===== src/rtl/core/bsspd_pkg.sv =====
// ----------------------------------------------------------------------------
// bsspd_pkg
// shared types, constants and the control store of the buck duty controller
// ----------------------------------------------------------------------------
`default_nettype none

package bsspd_pkg;

  // field and register widths
  localparam int ADC_W   = 12;
  localparam int CNT_W   = 12;
  localparam int VSET_W  = 19;
  localparam int GP_W    = 18;
  localparam int GI_W    = 16;
  localparam int LIM_W   = 17;
  localparam int DUTY_W  = 17;
  localparam int INT_W   = 18;

  // adc code to q16 volts scale, q24
  localparam int SCALE_W = 24;
  localparam logic [SCALE_W-1:0] ADC_VOLT_SCALE_Q24 = 24'd19335;

  // datapath widths
  localparam int VOUT_W  = ADC_W + SCALE_W - 8;
  localparam int ERR_W   = VOUT_W + 1;
  localparam int MB_W    = SCALE_W + 1;
  localparam int PROD_W  = ERR_W + MB_W;
  localparam int RND_W   = PROD_W - 16;
  localparam int SUM_W   = RND_W + 1;

  // apb port
  localparam int DATA_W  = 32;
  localparam int ADDR_W  = 5;

  // item kinds
  localparam logic KIND_TICK = 1'b0;
  localparam logic KIND_ADC  = 1'b1;

  // register map, index = byte address / 4
  typedef enum logic [2:0] {
    REG_RAMP_STEP   = 3'd0,
    REG_RAMP_TARGET = 3'd1,
    REG_PERIOD      = 3'd2,
    REG_VSET        = 3'd3,
    REG_GAIN_P      = 3'd4,
    REG_GAIN_I      = 3'd5,
    REG_INT_LIMIT   = 3'd6,
    REG_DUTY_CEIL   = 3'd7
  } reg_idx_t;

  // reset values
  localparam logic [CNT_W-1:0]  RST_RAMP_STEP   = 12'd2;
  localparam logic [CNT_W-1:0]  RST_RAMP_TARGET = 12'd92;
  localparam logic [CNT_W-1:0]  RST_PERIOD      = 12'd333;
  localparam logic [VSET_W-1:0] RST_VSET        = 19'd216269;
  localparam logic [GP_W-1:0]   RST_GAIN_P      = 18'd19661;
  localparam logic [GI_W-1:0]   RST_GAIN_I      = 16'd983;
  localparam logic [LIM_W-1:0]  RST_INT_LIMIT   = 17'd52429;
  localparam logic [DUTY_W-1:0] RST_DUTY_CEIL   = 17'd58982;

  typedef struct packed {
    logic [CNT_W-1:0]  ramp_step;
    logic [CNT_W-1:0]  ramp_target;
    logic [CNT_W-1:0]  period_counts;
    logic [VSET_W-1:0] voltage_setpoint;
    logic [GP_W-1:0]   gain_proportional;
    logic [GI_W-1:0]   gain_integral;
    logic [LIM_W-1:0]  integrator_limit;
    logic [DUTY_W-1:0] duty_ceiling;
  } cfg_t;

  // microcode
  localparam int PC_W = 4;

  typedef enum logic [3:0] {
    OP_NOP,
    OP_MUL_VOLT,
    OP_ERR,
    OP_MUL_GI,
    OP_INTEG,
    OP_MUL_GP,
    OP_DUTY,
    OP_MUL_PER,
    OP_CMP,
    OP_RAMP
  } op_t;

  typedef enum logic [1:0] {
    COND_NONE,
    COND_QUIET,
    COND_TICK
  } cond_t;

  typedef struct packed {
    op_t             op;
    cond_t           cond;
    logic [PC_W-1:0] target;
    logic            emit;
    logic            fin;
  } ucode_t;

  localparam logic [PC_W-1:0] STEP_ENTRY = 4'd0;
  localparam logic [PC_W-1:0] STEP_RAMP  = 4'd10;
  localparam logic [PC_W-1:0] STEP_QUIET = 4'd11;

  function automatic ucode_t bsspd_rom(input logic [PC_W-1:0] pc);
    ucode_t uc;
    uc = '{op: OP_NOP, cond: COND_NONE, target: STEP_ENTRY, emit: 1'b0, fin: 1'b0};
    case (pc)
      4'd0:  begin uc.cond = COND_QUIET; uc.target = STEP_QUIET; end
      4'd1:  begin uc.cond = COND_TICK;  uc.target = STEP_RAMP;  end
      4'd2:  uc.op = OP_MUL_VOLT;
      4'd3:  uc.op = OP_ERR;
      4'd4:  uc.op = OP_MUL_GI;
      4'd5:  uc.op = OP_INTEG;
      4'd6:  uc.op = OP_MUL_GP;
      4'd7:  uc.op = OP_DUTY;
      4'd8:  uc.op = OP_MUL_PER;
      4'd9:  begin uc.op = OP_CMP;  uc.emit = 1'b1; uc.fin = 1'b1; end
      4'd10: begin uc.op = OP_RAMP; uc.emit = 1'b1; uc.fin = 1'b1; end
      default: uc.fin = 1'b1;
    endcase
    return uc;
  endfunction

endpackage

`default_nettype wire


===== src/rtl/core/bsspd_ifs.sv =====
// ----------------------------------------------------------------------------
// bsspd channel interfaces
// valid/ready channels for controller items and compare results
// ----------------------------------------------------------------------------
`default_nettype none

interface bsspd_ctl_if;
  import bsspd_pkg::*;
  logic             valid;
  logic             ready;
  logic             kind;
  logic [ADC_W-1:0] adc_code;
  modport source (output valid, kind, adc_code, input ready);
  modport sink   (input valid, kind, adc_code, output ready);
endinterface

interface bsspd_pwm_if;
  import bsspd_pkg::*;
  logic             valid;
  logic             ready;
  logic [CNT_W-1:0] compare_value;
  logic             soft_start_done;
  modport source (output valid, compare_value, soft_start_done, input ready);
  modport sink   (input valid, compare_value, soft_start_done, output ready);
endinterface

`default_nettype wire


===== src/rtl/core/bsspd_regs.sv =====
// ----------------------------------------------------------------------------
// bsspd_regs
// apb configuration registers of the buck duty controller
// ----------------------------------------------------------------------------
`default_nettype none

module bsspd_regs (
  input  wire logic                        clk,
  input  wire logic                        rst,
  input  wire logic                        psel,
  input  wire logic                        penable,
  input  wire logic                        pwrite,
  input  wire logic [bsspd_pkg::ADDR_W-1:0] paddr,
  input  wire logic [bsspd_pkg::DATA_W-1:0] pwdata,
  output      logic [bsspd_pkg::DATA_W-1:0] prdata,
  output      logic                        pready,
  output      bsspd_pkg::cfg_t             cfg
);
  import bsspd_pkg::*;

  reg_idx_t idx;
  logic     wr;

  assign pready = 1'b1;
  assign idx    = reg_idx_t'(paddr[ADDR_W-1:2]);
  assign wr     = psel && penable && pwrite && pready;

  always_ff @(posedge clk) begin
    if (rst) begin
      cfg.ramp_step         <= RST_RAMP_STEP;
      cfg.ramp_target       <= RST_RAMP_TARGET;
      cfg.period_counts     <= RST_PERIOD;
      cfg.voltage_setpoint  <= RST_VSET;
      cfg.gain_proportional <= RST_GAIN_P;
      cfg.gain_integral     <= RST_GAIN_I;
      cfg.integrator_limit  <= RST_INT_LIMIT;
      cfg.duty_ceiling      <= RST_DUTY_CEIL;
    end else if (wr) begin
      case (idx)
        REG_RAMP_STEP:   cfg.ramp_step         <= pwdata[CNT_W-1:0];
        REG_RAMP_TARGET: cfg.ramp_target       <= pwdata[CNT_W-1:0];
        REG_PERIOD:      cfg.period_counts     <= pwdata[CNT_W-1:0];
        REG_VSET:        cfg.voltage_setpoint  <= pwdata[VSET_W-1:0];
        REG_GAIN_P:      cfg.gain_proportional <= pwdata[GP_W-1:0];
        REG_GAIN_I:      cfg.gain_integral     <= pwdata[GI_W-1:0];
        REG_INT_LIMIT:   cfg.integrator_limit  <= pwdata[LIM_W-1:0];
        REG_DUTY_CEIL:   cfg.duty_ceiling      <= pwdata[DUTY_W-1:0];
        default: ;
      endcase
    end
  end

  always_comb begin
    case (idx)
      REG_RAMP_STEP:   prdata = DATA_W'(cfg.ramp_step);
      REG_RAMP_TARGET: prdata = DATA_W'(cfg.ramp_target);
      REG_PERIOD:      prdata = DATA_W'(cfg.period_counts);
      REG_VSET:        prdata = DATA_W'(cfg.voltage_setpoint);
      REG_GAIN_P:      prdata = DATA_W'(cfg.gain_proportional);
      REG_GAIN_I:      prdata = DATA_W'(cfg.gain_integral);
      REG_INT_LIMIT:   prdata = DATA_W'(cfg.integrator_limit);
      REG_DUTY_CEIL:   prdata = DATA_W'(cfg.duty_ceiling);
      default:         prdata = '0;
    endcase
  end

endmodule

`default_nettype wire


===== src/rtl/core/buck_softstart_pi_duty.sv =====
// ----------------------------------------------------------------------------
// buck_softstart_pi_duty
// soft start ramp and pi duty controller producing pwm compare values
// ----------------------------------------------------------------------------
// an adc item runs every step up to the compare, a ramp tick the entry, tick
//   test and ramp steps, an item without a result the entry and quiet steps;
//   the next item is taken the cycle after the last step
// the microcode program walks one step per cycle over a single multiplier,
//   but a waiting result stalls only the step that emits the next one
// reset (synchronous, active high): registers to defaults, ramp at zero,
//   soft start running, integrator cleared, no result pending
// ----------------------------------------------------------------------------
`default_nettype none

module buck_softstart_pi_duty (
  input  wire logic                        clk,
  input  wire logic                        rst,
  bsspd_ctl_if.sink                        ctl,
  bsspd_pwm_if.source                      pwm,
  input  wire logic                        psel,
  input  wire logic                        penable,
  input  wire logic                        pwrite,
  input  wire logic [bsspd_pkg::ADDR_W-1:0] paddr,
  input  wire logic [bsspd_pkg::DATA_W-1:0] pwdata,
  output      logic [bsspd_pkg::DATA_W-1:0] prdata,
  output      logic                        pready
);
  import bsspd_pkg::*;

  cfg_t cfg;

  bsspd_regs u_regs (
    .clk     (clk),
    .rst     (rst),
    .psel    (psel),
    .penable (penable),
    .pwrite  (pwrite),
    .paddr   (paddr),
    .pwdata  (pwdata),
    .prdata  (prdata),
    .pready  (pready),
    .cfg     (cfg)
  );

  // ---------------------------------------------------------------- sequencer
  logic             busy;
  logic [PC_W-1:0]  pc;
  logic             kind;       // latched item
  logic [ADC_W-1:0] adc;
  ucode_t           uc;
  logic             cond_hit;
  logic             stall;      // emitting step blocked by a waiting result
  logic             exec;

  // controller state
  logic [CNT_W-1:0]       ramp_compare;
  logic                   ramp_finished;
  logic signed [INT_W-1:0] integrator;

  // datapath registers
  logic signed [PROD_W-1:0] prod;
  logic signed [ERR_W-1:0]  err;
  logic [DUTY_W-1:0]        duty;

  // output register
  logic             out_valid;
  logic [CNT_W-1:0] out_compare;
  logic             out_done;

  // no item is taken while reset is held
  assign ctl.ready           = !busy && !rst;
  assign pwm.valid           = out_valid;
  assign pwm.compare_value   = out_compare;
  assign pwm.soft_start_done = out_done;

  assign uc    = bsspd_rom(pc);
  assign stall = uc.emit && out_valid && !pwm.ready;
  assign exec  = busy && !stall;

  always_comb begin
    case (uc.cond)
      // items that leave no result: tick after soft start, sample during it
      COND_QUIET: cond_hit = (kind == KIND_TICK) ? ramp_finished : !ramp_finished;
      COND_TICK:  cond_hit = (kind == KIND_TICK);
      default:    cond_hit = 1'b0;
    endcase
  end

  always_ff @(posedge clk) begin
    if (rst) begin
      busy <= 1'b0;
      pc   <= STEP_ENTRY;
    end else if (!busy) begin
      if (ctl.valid) begin
        busy <= 1'b1;
        pc   <= STEP_ENTRY;
      end
    end else if (exec) begin
      if (uc.fin) begin
        busy <= 1'b0;
      end else if (cond_hit) begin
        pc <= uc.target;
      end else begin
        pc <= pc + PC_W'(1);
      end
    end
  end

  always_ff @(posedge clk) begin
    if (!busy && ctl.valid) begin
      kind <= ctl.kind;
      adc  <= ctl.adc_code;
    end
  end

  // ----------------------------------------------------------------- datapath
  // shared multiplier, operands picked by the current op
  logic signed [ERR_W-1:0]  mul_a;
  logic signed [MB_W-1:0]   mul_b;
  logic signed [PROD_W-1:0] mul_p;

  always_comb begin
    case (uc.op)
      OP_MUL_VOLT: begin
        mul_a = ERR_W'(adc);
        mul_b = MB_W'(ADC_VOLT_SCALE_Q24);
      end
      OP_MUL_GI: begin
        mul_a = err;
        mul_b = MB_W'(cfg.gain_integral);
      end
      OP_MUL_GP: begin
        mul_a = err;
        mul_b = MB_W'(cfg.gain_proportional);
      end
      OP_MUL_PER: begin
        mul_a = ERR_W'(duty);
        mul_b = MB_W'(cfg.period_counts);
      end
      default: begin
        mul_a = '0;
        mul_b = '0;
      end
    endcase
  end

  assign mul_p = mul_a * mul_b;

  // vout = round(adc * scale / 2^8), err = setpoint - vout
  logic signed [PROD_W-1:0] vround;
  logic [VOUT_W-1:0]        vout;
  logic signed [ERR_W-1:0]  err_next;

  assign vround   = prod + PROD_W'(128);
  assign vout     = vround[8 +: VOUT_W];
  assign err_next = ERR_W'({1'b0, cfg.voltage_setpoint}) - ERR_W'({1'b0, vout});

  // q16 rounding: add one half, arithmetic shift (floor)
  logic signed [PROD_W-1:0] pround;
  logic signed [RND_W-1:0]  rnd;

  assign pround = prod + PROD_W'(32768);
  assign rnd    = pround[PROD_W-1:16];

  // integrator update with symmetric clamp
  logic signed [SUM_W-1:0] rnd_ext;
  logic signed [SUM_W-1:0] integ_ext;
  logic signed [SUM_W-1:0] lim_ext;
  logic signed [SUM_W-1:0] integ_sum;
  logic signed [INT_W-1:0] integ_next;

  assign rnd_ext   = SUM_W'(rnd);
  assign integ_ext = SUM_W'(integrator);
  assign lim_ext   = SUM_W'(cfg.integrator_limit);
  assign integ_sum = integ_ext + rnd_ext;

  always_comb begin
    if (integ_sum > lim_ext) begin
      integ_next = INT_W'(lim_ext);
    end else if (integ_sum < -lim_ext) begin
      integ_next = INT_W'(-lim_ext);
    end else begin
      integ_next = INT_W'(integ_sum);
    end
  end

  // duty = p term + integrator, clamped to 0..ceiling
  logic signed [SUM_W-1:0] ceil_ext;
  logic [DUTY_W-1:0]       duty_next;

  assign ceil_ext = SUM_W'(cfg.duty_ceiling);

  always_comb begin
    if (integ_sum < 0) begin
      duty_next = '0;
    end else if (integ_sum > ceil_ext) begin
      duty_next = cfg.duty_ceiling;
    end else begin
      duty_next = DUTY_W'(integ_sum);
    end
  end

  // compare = min(round(duty * period / 2^16), period)
  logic [CNT_W-1:0] cmp_next;

  always_comb begin
    if (rnd > RND_W'(cfg.period_counts)) begin
      cmp_next = cfg.period_counts;
    end else begin
      cmp_next = rnd[CNT_W-1:0];
    end
  end

  // soft start ramp
  logic [CNT_W:0]   ramp_sum;
  logic             ramp_hit;
  logic [CNT_W-1:0] ramp_next;

  assign ramp_sum  = {1'b0, ramp_compare} + {1'b0, cfg.ramp_step};
  assign ramp_hit  = ramp_sum >= {1'b0, cfg.ramp_target};
  assign ramp_next = ramp_hit ? cfg.ramp_target : ramp_sum[CNT_W-1:0];

  // datapath registers, no reset needed
  always_ff @(posedge clk) begin
    if (exec) begin
      case (uc.op)
        OP_MUL_VOLT, OP_MUL_GI, OP_MUL_GP, OP_MUL_PER: prod <= mul_p;
        OP_ERR:  err  <= err_next;
        OP_DUTY: duty <= duty_next;
        default: ;
      endcase
    end
  end

  // controller state
  always_ff @(posedge clk) begin
    if (rst) begin
      ramp_compare  <= '0;
      ramp_finished <= 1'b0;
      integrator    <= '0;
    end else if (exec) begin
      case (uc.op)
        OP_INTEG: integrator <= integ_next;
        OP_RAMP: begin
          ramp_compare <= ramp_next;
          if (ramp_hit) begin
            ramp_finished <= 1'b1;
            integrator    <= '0;    // pi starts from zero after the ramp
          end
        end
        default: ;
      endcase
    end
  end

  // output register, loads on the emitting step
  always_ff @(posedge clk) begin
    if (rst) begin
      out_valid <= 1'b0;
    end else if (exec && uc.emit) begin
      out_valid <= 1'b1;
    end else if (pwm.ready) begin
      out_valid <= 1'b0;
    end
  end

  always_ff @(posedge clk) begin
    if (exec && uc.emit) begin
      case (uc.op)
        OP_RAMP: begin
          out_compare <= ramp_next;
          out_done    <= ramp_hit;
        end
        default: begin
          out_compare <= cmp_next;
          out_done    <= 1'b1;
        end
      endcase
    end
  end

endmodule

`default_nettype wire


===== src/flat_wrapper.sv =====
// flat-port wrapper written by rule: the top's interface ports become plain ports
module buck_softstart_pi_duty_flat import bsspd_pkg::*;
  (clk, rst, psel, penable, pwrite, paddr, pwdata, prdata, pready, ctl_valid, ctl_kind, ctl_adc_code, ctl_ready, pwm_valid, pwm_compare_value, pwm_soft_start_done, pwm_ready);
  bsspd_ctl_if ctl_i ();
  bsspd_pwm_if pwm_i ();
  input  wire logic clk;
  input  wire logic rst;
  input  wire logic psel;
  input  wire logic penable;
  input  wire logic pwrite;
  input  wire logic [bsspd_pkg::ADDR_W-1:0] paddr;
  input  wire logic [bsspd_pkg::DATA_W-1:0] pwdata;
  output      logic [bsspd_pkg::DATA_W-1:0] prdata;
  output      logic pready;
  input wire logic [$bits(ctl_i.valid)-1:0] ctl_valid;
  input wire logic [$bits(ctl_i.kind)-1:0] ctl_kind;
  input wire logic [$bits(ctl_i.adc_code)-1:0] ctl_adc_code;
  output wire logic [$bits(ctl_i.ready)-1:0] ctl_ready;
  output wire logic [$bits(pwm_i.valid)-1:0] pwm_valid;
  output wire logic [$bits(pwm_i.compare_value)-1:0] pwm_compare_value;
  output wire logic [$bits(pwm_i.soft_start_done)-1:0] pwm_soft_start_done;
  input wire logic [$bits(pwm_i.ready)-1:0] pwm_ready;
  assign ctl_i.valid = ctl_valid;
  assign ctl_i.kind = ctl_kind;
  assign ctl_i.adc_code = ctl_adc_code;
  assign ctl_ready = ctl_i.ready;
  assign pwm_valid = pwm_i.valid;
  assign pwm_compare_value = pwm_i.compare_value;
  assign pwm_soft_start_done = pwm_i.soft_start_done;
  assign pwm_i.ready = pwm_ready;
  buck_softstart_pi_duty u_core (.clk(clk), .rst(rst), .ctl(ctl_i), .pwm(pwm_i), .psel(psel), .penable(penable), .pwrite(pwrite), .paddr(paddr), .pwdata(pwdata), .prdata(prdata), .pready(pready));
endmodule

===== config.mk =====
export PLATFORM = sky130hd
export DESIGN_NAME = buck_softstart_pi_duty_flat
export DESIGN_NICKNAME = d
export VERILOG_FILES = /design/src/rtl/core/bsspd_pkg.sv /design/src/rtl/core/bsspd_ifs.sv /design/src/rtl/core/bsspd_regs.sv /design/src/rtl/core/buck_softstart_pi_duty.sv /design/src/flat_wrapper.sv
export SDC_FILE = /design/constraint.sdc
export NUM_CORES = 2
export LEC_CHECK = 0
export BUFFER_PORTS_ARGS = -buffer_cell sky130_fd_sc_hd__buf_2
export CAP_MARGIN = 40
export CORE_ASPECT_RATIO = 1.4
export CORE_MARGIN = 4
export CORE_UTILIZATION = 55
export CTS_CLUSTER_SIZE = 20
export DETAILED_ROUTE_END_ITERATION = 16
export PLACE_DENSITY = 0.69
export SYNTH_ARGS = -nofsm -noshare
export SYNTH_HDL_FRONTEND = slang
export SYNTH_SLANG_ARGS = --single-unit

===== constraint.sdc =====
create_clock -name clk -period 10.37 [get_ports clk]
set_input_delay 1.037 -clock clk [delete_from_list [all_inputs] [get_ports clk]]
set_output_delay 1.037 -clock clk [all_outputs]
set_load 0.03 [all_outputs]

Word-level counts from Yosys, hierarchy flattened
Index checks and enable logic that the tools add are counted.
{"block": "word_totals", "ff_bits": 280, "input_bits": 57, "output_inout_bits": 48, "word_cells": 130}
{"block": "classes", "n_addsub": 7, "mul": 1, "order_cmp": 6, "eq_ne": 30, "mux": 27, "bitwise": 1, "reduce_logical": 37}
{"cell": "one-hot mux 32 bit (8 select lines)", "n": 1}
{"cell": "one-hot mux 29 bit (3 select lines)", "n": 1}
{"cell": "> comparator 39 x 18 -> 1 bit", "n": 2}
{"cell": "one-hot mux 18 bit (4 select lines)", "n": 1}
{"cell": "two-way mux 18 bit", "n": 3}
{"cell": "adder 48 x 17 -> 49 bit, second input constant", "n": 1}
{"cell": "multiplier 29 x 19 -> 48 bit", "n": 1}
{"cell": "adder 18 x 38 -> 39 bit", "n": 1}
{"cell": "< comparator 39 x 1 -> 1 bit, second input constant", "n": 1}
{"cell": "< comparator 39 bit", "n": 1}
{"cell": "negation 17 -> 39 bit", "n": 1}
{"cell": "> comparator 38 x 12 -> 1 bit", "n": 1}
{"cell": "adder 36 x 9 -> 36 bit, second input constant", "n": 1}
{"cell": "two-way mux 12 bit", "n": 3}
{"cell": "one-hot mux 18 bit (2 select lines)", "n": 1}
{"cell": "one-hot mux 4 bit (9 select lines)", "n": 1}
{"cell": "equality test 4 x 3 -> 1 bit, second input constant", "n": 8}
{"cell": "subtractor 19 x 28 -> 29 bit", "n": 1}
{"cell": "AND reduction 2 bit", "n": 12}
{"cell": "two-way mux 4 bit", "n": 5}
{"cell": "two-way mux 17 bit", "n": 1}
{"cell": "equality test 4 x 2 -> 1 bit, second input constant", "n": 4}
{"cell": "equality test 4 bit, second input constant", "n": 4}
{"cell": "adder 12 x 12 -> 13 bit", "n": 1}
{"cell": "23 further kinds", "n": 52}

Logic depth before layout (Yosys ltp)
{"block": "depth", "ltp_word": 9, "depth_mapped": 36, "depth_no_buf": 31}

By module
A second synthesis with hierarchy kept.
{"block": "unflattened", "hier_cells": 4442, "hier_area_um2": 38005.2}
{"mod": "buck_softstart_pi_duty", "n_inst": 1, "cells_per_inst": 3733, "area_per_inst_um2": 32387.3}
{"mod": "bsspd_regs", "n_inst": 1, "cells_per_inst": 709, "area_per_inst_um2": 5617.9}

Least setup slack after synthesis
No wires, ideal clock.
{"block": "synth_timing", "path_kind": "register -> register", "from": "register u_core.pc[0]", "to": "register u_core.prod[47] (netlist name)", "arrival_ns": 8.385, "t_required_ns": 10.111, "setup_slack_ns": 1.726, "path_stages_with_launch": 33, "n_path_buf": 4, "synth_period_minus_slack_ns": 8.644, "path_cell_list": "dfxtp_1 inv_1 ha_1 buf_4 o21a_1 o21ai_0 nand2_1 clkbuf_1 a222oi_1 clkbuf_1 clkbuf_1 nor2_1 fa_1 inv_1 fa_1 fa_1 inv_1 fa_1 fa_1 inv_1 fa_1 inv_1 ha_1 a21o_1 a21o_1 a21oi_1 o21ai_0 inv_1 o21ai_0 a21o_1 a41oi_1 o21bai_1 xnor2_1"}
{"block": "synth_between", "elab_chain_len": 6, "word_cells_on_any_way": 18}
{"element": "from (decl)", "line": "buck_softstart_pi_duty.sv:47", "source": "logic [PC_W-1:0] pc;"}
{"element": "from (signal assigned)", "line": "buck_softstart_pi_duty.sv:102", "source": "pc <= uc.target;"}
{"element": "from (signal assigned)", "line": "buck_softstart_pi_duty.sv:104", "source": "pc <= pc + PC_W'(1);"}
{"element": "equality test 4 bit (tied with other cells)", "line": "bsspd_pkg.sv:109", "source": "case (pc)"}
{"element": "one-hot mux 4 bit (9 select lines) (*)", "line": "bsspd_pkg.sv:109"}
{"element": "equality test 4 x 2 -> 1 bit / equality test 4 x 3 -> 1 bit (equally long branches)", "line": "buck_softstart_pi_duty.sv:123", "source": "case (uc.op)"}
{"element": "OR reduction 2 bit (no line)"}
{"element": "one-hot mux 29 bit (3 select lines)", "line": "buck_softstart_pi_duty.sv:123"}
{"element": "multiplier 29 x 19 -> 48 bit (*)", "line": "buck_softstart_pi_duty.sv:147", "source": "assign mul_p = mul_a * mul_b;"}
{"element": "named net u_core.mul_p[47]", "line": "buck_softstart_pi_duty.sv:120", "source": "logic signed [PROD_W-1:0] mul_p;"}
The timed path passes the listed nets; every way through them passes the cells marked *.
A chain may end at the register's enable or synchronous reset.

Worst setup path after layout
{"block": "layout_timing", "from": "register u_core.pc[0]", "to": "register u_core.prod[42] (data pin)"}
{"block": "layout_between", "elab_chain_len": 6, "word_cells_on_any_way": 18}
{"element": "equality test 4 bit (tied with other cells)", "line": "bsspd_pkg.sv:109"}
{"element": "one-hot mux 4 bit (9 select lines) (*)", "line": "bsspd_pkg.sv:109"}
{"element": "equality test 4 x 2 -> 1 bit / equality test 4 x 3 -> 1 bit (equally long branches)", "line": "buck_softstart_pi_duty.sv:123"}
{"element": "OR reduction 2 bit (no line)"}
{"element": "one-hot mux 29 bit (3 select lines)", "line": "buck_softstart_pi_duty.sv:123"}
{"element": "multiplier 29 x 19 -> 48 bit (*)", "line": "buck_softstart_pi_duty.sv:147"}
{"element": "named net u_core.mul_p[42]", "line": "buck_softstart_pi_duty.sv:120"}
{"element": "to (signal assigned)", "line": "buck_softstart_pi_duty.sv:227", "source": "OP_MUL_VOLT, OP_MUL_GI, OP_MUL_GP, OP_MUL_PER: prod <= mul_p;"}
{"element": "to (decl)", "line": "buck_softstart_pi_duty.sv:61", "source": "logic signed [PROD_W-1:0] prod;"}
Marks and branches as above.

==> run_summary.xml <==
<?xml version="1.0" encoding="UTF-8"?>
<metrics>
  <group name="floorplanning">
    <metric name="die_x" unit="µm">230.2</metric>
    <metric name="dieArea" unit="mm²">0.07345</metric>
    <metric name="core.rowCount" unit="">113</metric>
    <metric name="initial_core_util" unit="">0.5579</metric>
    <metric name="die-height" unit="µm">319.1</metric>
    <metric name="design.portCount" unit="">105</metric>
    <metric name="floorplan.core_area" unit="mm²">0.06815</metric>
  </group>
  <group name="power_and_ir_drop">
    <metric name="power.density_cell_area" unit="mW/mm²">69.43</metric>
    <metric name="power.share.sequential" unit="">0.415</metric>
    <metric name="p_clk_frac" unit="">0.406</metric>
    <metric name="power.switching" unit="mW">0.8687</metric>
    <metric name="cell_internal_pwr" unit="mW">1.929</metric>
    <metric name="proportion_of_power_drawn_by_combinational_gates" unit="">0.179</metric>
    <metric name="switching_fraction_of_total_power" unit="">0.3105</metric>
    <metric name="leakage_power" unit="nW">18.96</metric>
    <metric name="vdd_drop_max" unit="V">0.0001542</metric>
  </group>
  <group name="logic_synthesis">
    <metric name="yosysWarningCount" unit="">0</metric>
    <metric name="ys_ff_latch" unit="">273</metric>
    <metric name="synth_area_leaders" unit="">sky130_fd_sc_hd__fa_1, sky130_fd_sc_hd__ha_1, sky130_fd_sc_hd__edfxtp_1</metric>
    <metric name="yosys-top-cells-count" unit="">sky130_fd_sc_hd__inv_1, sky130_fd_sc_hd__nand2_1, sky130_fd_sc_hd__fa_1</metric>
    <metric name="synth.lib_cells_used.distinct" unit="">111</metric>
    <metric name="synth-async-reset-ratio" unit="">0</metric>
    <metric name="ys_dominant_reg_cell" unit="">sky130_fd_sc_hd__dfxtp_1</metric>
    <metric name="cell_type_with_the_highest_aggregate_area_in_the_netlist" unit="">sky130_fd_sc_hd__fa_1</metric>
    <metric name="area_of_the_mapped_netlist" unit="mm²">0.03802</metric>
    <metric name="synth-edff-count" unit="">113</metric>
    <metric name="synth_seq_area_share" unit="">0.1735</metric>
    <metric name="postSynthAreaPerCell" unit="µm²">8.533</metric>
    <metric name="synth_instances" unit="">4455</metric>
    <metric name="post-synth-top-area-fraction" unit="">0.2691</metric>
    <metric name="post-synth-top-count-cell" unit="">sky130_fd_sc_hd__inv_1</metric>
  </group>
  <group name="global_routing">
    <metric name="gr-usage-met1" unit="">0.3969</metric>
    <metric name="first_global_vias" unit="">31796</metric>
    <metric name="grt_most_used_layer" unit="">met2</metric>
    <metric name="global_routing_met2_resource_utilization" unit="">0.5243</metric>
    <metric name="global_route.usage.total" unit="">0.3098</metric>
    <metric name="grt_max_degree" unit="">84</metric>
    <metric name="grt_pass1_wl" unit="µm">177900</metric>
    <metric name="grt_antenna_before_repair" unit="">0</metric>
    <metric name="use_met3" unit="">0.03768</metric>
    <metric name="grt_overflow_total" unit="">0</metric>
  </group>
  <group name="routing">
    <metric name="routedWlPerCell" unit="µm">21.23</metric>
    <metric name="routed_via_density" unit="">5.857</metric>
    <metric name="totalWireLength" unit="µm">113900</metric>
    <metric name="drt-pass1-iter-count" unit="">6</metric>
    <metric name="drtAntennaViolNets" unit="">0</metric>
    <metric name="vias" unit="">31409</metric>
    <metric name="drcViolationCount" unit="">0</metric>
    <metric name="drt-initial-drc-count" unit="">2692</metric>
  </group>
  <group name="clocking">
    <metric name="max-clock-path-buffers" unit="">3</metric>
    <metric name="number_of_buffers_inserted_by_hold_repair_at_cts" unit="">0</metric>
    <metric name="clk_latency" unit="ns">0.63</metric>
    <metric name="clock-root-buffer" unit="">sky130_fd_sc_hd__clkbuf_16</metric>
    <metric name="numClockSinks" unit="">273</metric>
    <metric name="cts.repair.resized" unit="">0</metric>
    <metric name="cts_tree" unit="">yes</metric>
    <metric name="post_cts_buffers" unit="">0</metric>
    <metric name="htreeDepth" unit="">1</metric>
    <metric name="cts_buffers" unit="">29</metric>
    <metric name="clk_pin_slew_worst_paths" unit="ns">0.07</metric>
  </group>
  <group name="timing">
    <metric name="max_clock_freq" unit="MHz">105.7</metric>
    <metric name="fin_crit" unit="ns">9.458</metric>
    <metric name="setup_viol" unit="">0</metric>
    <metric name="grt_setup_unrepaired" unit="">false</metric>
    <metric name="tightest_slew" unit="ns">1.116</metric>
    <metric name="fin_worst_hold_slack" unit="ns">0.4688</metric>
    <metric name="slew_violations" unit="">0</metric>
    <metric name="worst_slack" unit="ns">0.9120</metric>
    <metric name="finClkSkew" unit="ns">0.04637</metric>
    <metric name="finalHoldViolCount" unit="">0</metric>
    <metric name="setup_total_negative_slack" unit="ns">0</metric>
    <metric name="relSlewSlack" unit="">0.2558</metric>
    <metric name="final_min_period_over_clock_period" unit="">0.9121</metric>
  </group>
  <group name="setup_path">
    <metric name="worst_setup_path_end_kind" unit="">flop</metric>
    <metric name="critical-path-max-stage-delay" unit="ns">0.55</metric>
    <metric name="worst_path_max_delay_cell" unit="">sky130_fd_sc_hd__fa_1</metric>
    <metric name="cp_common_cell" unit="">sky130_fd_sc_hd__fa_1</metric>
    <metric name="crit_buf_inv" unit="">6</metric>
    <metric name="r2r_slack" unit="ns">0.91</metric>
    <metric name="cp-start-kind" unit="">flop</metric>
    <metric name="crit_type" unit="">flop to flop</metric>
    <metric name="path_max_fanout" unit="">20</metric>
    <metric name="required_time_worst_endpoint" unit="ns">10.70</metric>
    <metric name="crit_family" unit="">adder cells</metric>
    <metric name="arrival" unit="ns">9.79</metric>
  </group>
  <group name="layout">
    <metric name="area_delta_synth_final" unit="%">6.010</metric>
    <metric name="layout-drive-gt1-share" unit="">0.06415</metric>
    <metric name="antenna_cells" unit="">0</metric>
    <metric name="finish.net_count" unit="">5276</metric>
    <metric name="finish.utilization" unit="">0.5914</metric>
  </group>
  <group name="worst_hold_path">
    <metric name="timing.hold.worst.class" unit="">flop to flop</metric>
  </group>
  <group name="placement">
    <metric name="place.port_buffers" unit="">75</metric>
    <metric name="place_ws" unit="ns">1.050</metric>
    <metric name="dpl_wire_length" unit="µm">90420</metric>
    <metric name="gp_routability_congestion" unit="">0.9514</metric>
  </group>
  <group name="outcome">
    <metric name="run_status" unit="">finished clean</metric>
  </group>
  <group name="flow_run">
    <metric name="cap_violations" unit="">0</metric>
  </group>
</metrics>
state kept, by name, summed over array words and instances, names as in the netlist:
signal / count
u_core.pwm.valid: 1
u_core.integrator: 18
u_core.ramp_finished: 1
u_core.busy: 1
u_core.prod: 41
u_core.u_regs.cfg: 123
u_core.pwm.compare_value: 12
u_core.pc: 4
u_core.pwm.soft_start_done: 1
u_core.duty: 17
u_core.ramp_compare: 12
u_core.adc: 12
u_core.kind: 1
u_core.err: 29
per-layer routing:
metal / routed length [µm] / share of wire
met1: 43870 / 0.39
met5: 0 / 0
met2: 54450 / 0.48
met3: 8632 / 0.076
met4: 6927 / 0.061
power groups by stage:
stage / registers, mW / logic [mW] / clock network (mW)
after floorplan: 1.17 / 0.332 / 0
after global placement: 1.18 / 0.482 / 0
after detailed placement: 1.18 / 0.489 / 0
after CTS: 1.16 / 0.492 / 1.14
after global routing: 1.16 / 0.539 / 1.19
final: 1.16 / 0.501 / 1.14
area by class of cell:
class,instances,area [µm²]
clock buffer,32,769.5
multi-input combinational,3239,27810
tap,920,1151
fill,6259,27850
inverter,726,2725
clock inverter,22,250.2
sequential,273,6596
timing repair buffer,151,1003
through the flow:
stage	std cells	area, µm²	total power [mW]
finish	5363	40300	2.798
global route	5363	40300	2.889
CTS	5363	40300	2.795
detailed placement	5309	39280	1.672
global placement	5301	39180	1.666
floorplan	4467	38060	1.501
tightest hold or removal path, delay by kind of cell (launching register included):
kind / cells / cell delay [ns]
and+or+nand+nor: 1 / 0.05
DFF: 1 / 0.33
AOI/OAI and AO/OA: 1 / 0.06
placed cells by master (no fill, tap or decap), drive strengths merged, types with 34 or more instances in the layout:
cell type / count
inv: 727
nand2: 604
fa: 511
nor2: 460
ha: 288
a21oi: 229
dfxtp: 160
buf: 151
edfxtp: 113
xnor2: 111
o21ai: 97
mux2i: 78
a21o: 69
nand3: 66
and3: 66
xor2: 58
nand4: 46
nor3: 43
nand2b: 42
a211o: 34
cell families after synthesis:
group                    share of synthesized area
adder cells (fa/ha/maj)                     0.3639
AO/OA/AOI/OAI                               0.1172
AND/OR/NAND/NOR                             0.1769
multiplexers                               0.03160
buffers and inverters                      0.09781
flip-flops                                  0.1735
XOR/XNOR                                   0.03893
other                                    0.0001975
path summary, 6_finish.rpt:
path | cells after the start | startpoint | to
setup / recovery | 29 | u_core.pc[0] | u_core.prod[42]
hold / removal | 2 | u_core.integrator[6] | u_core.integrator[6]
setup reg to reg | 29 | u_core.pc[0] | u_core.prod[42]
hold reg to reg | 2 | u_core.integrator[6] | u_core.integrator[6]
(Power assumes the default switching activity.)
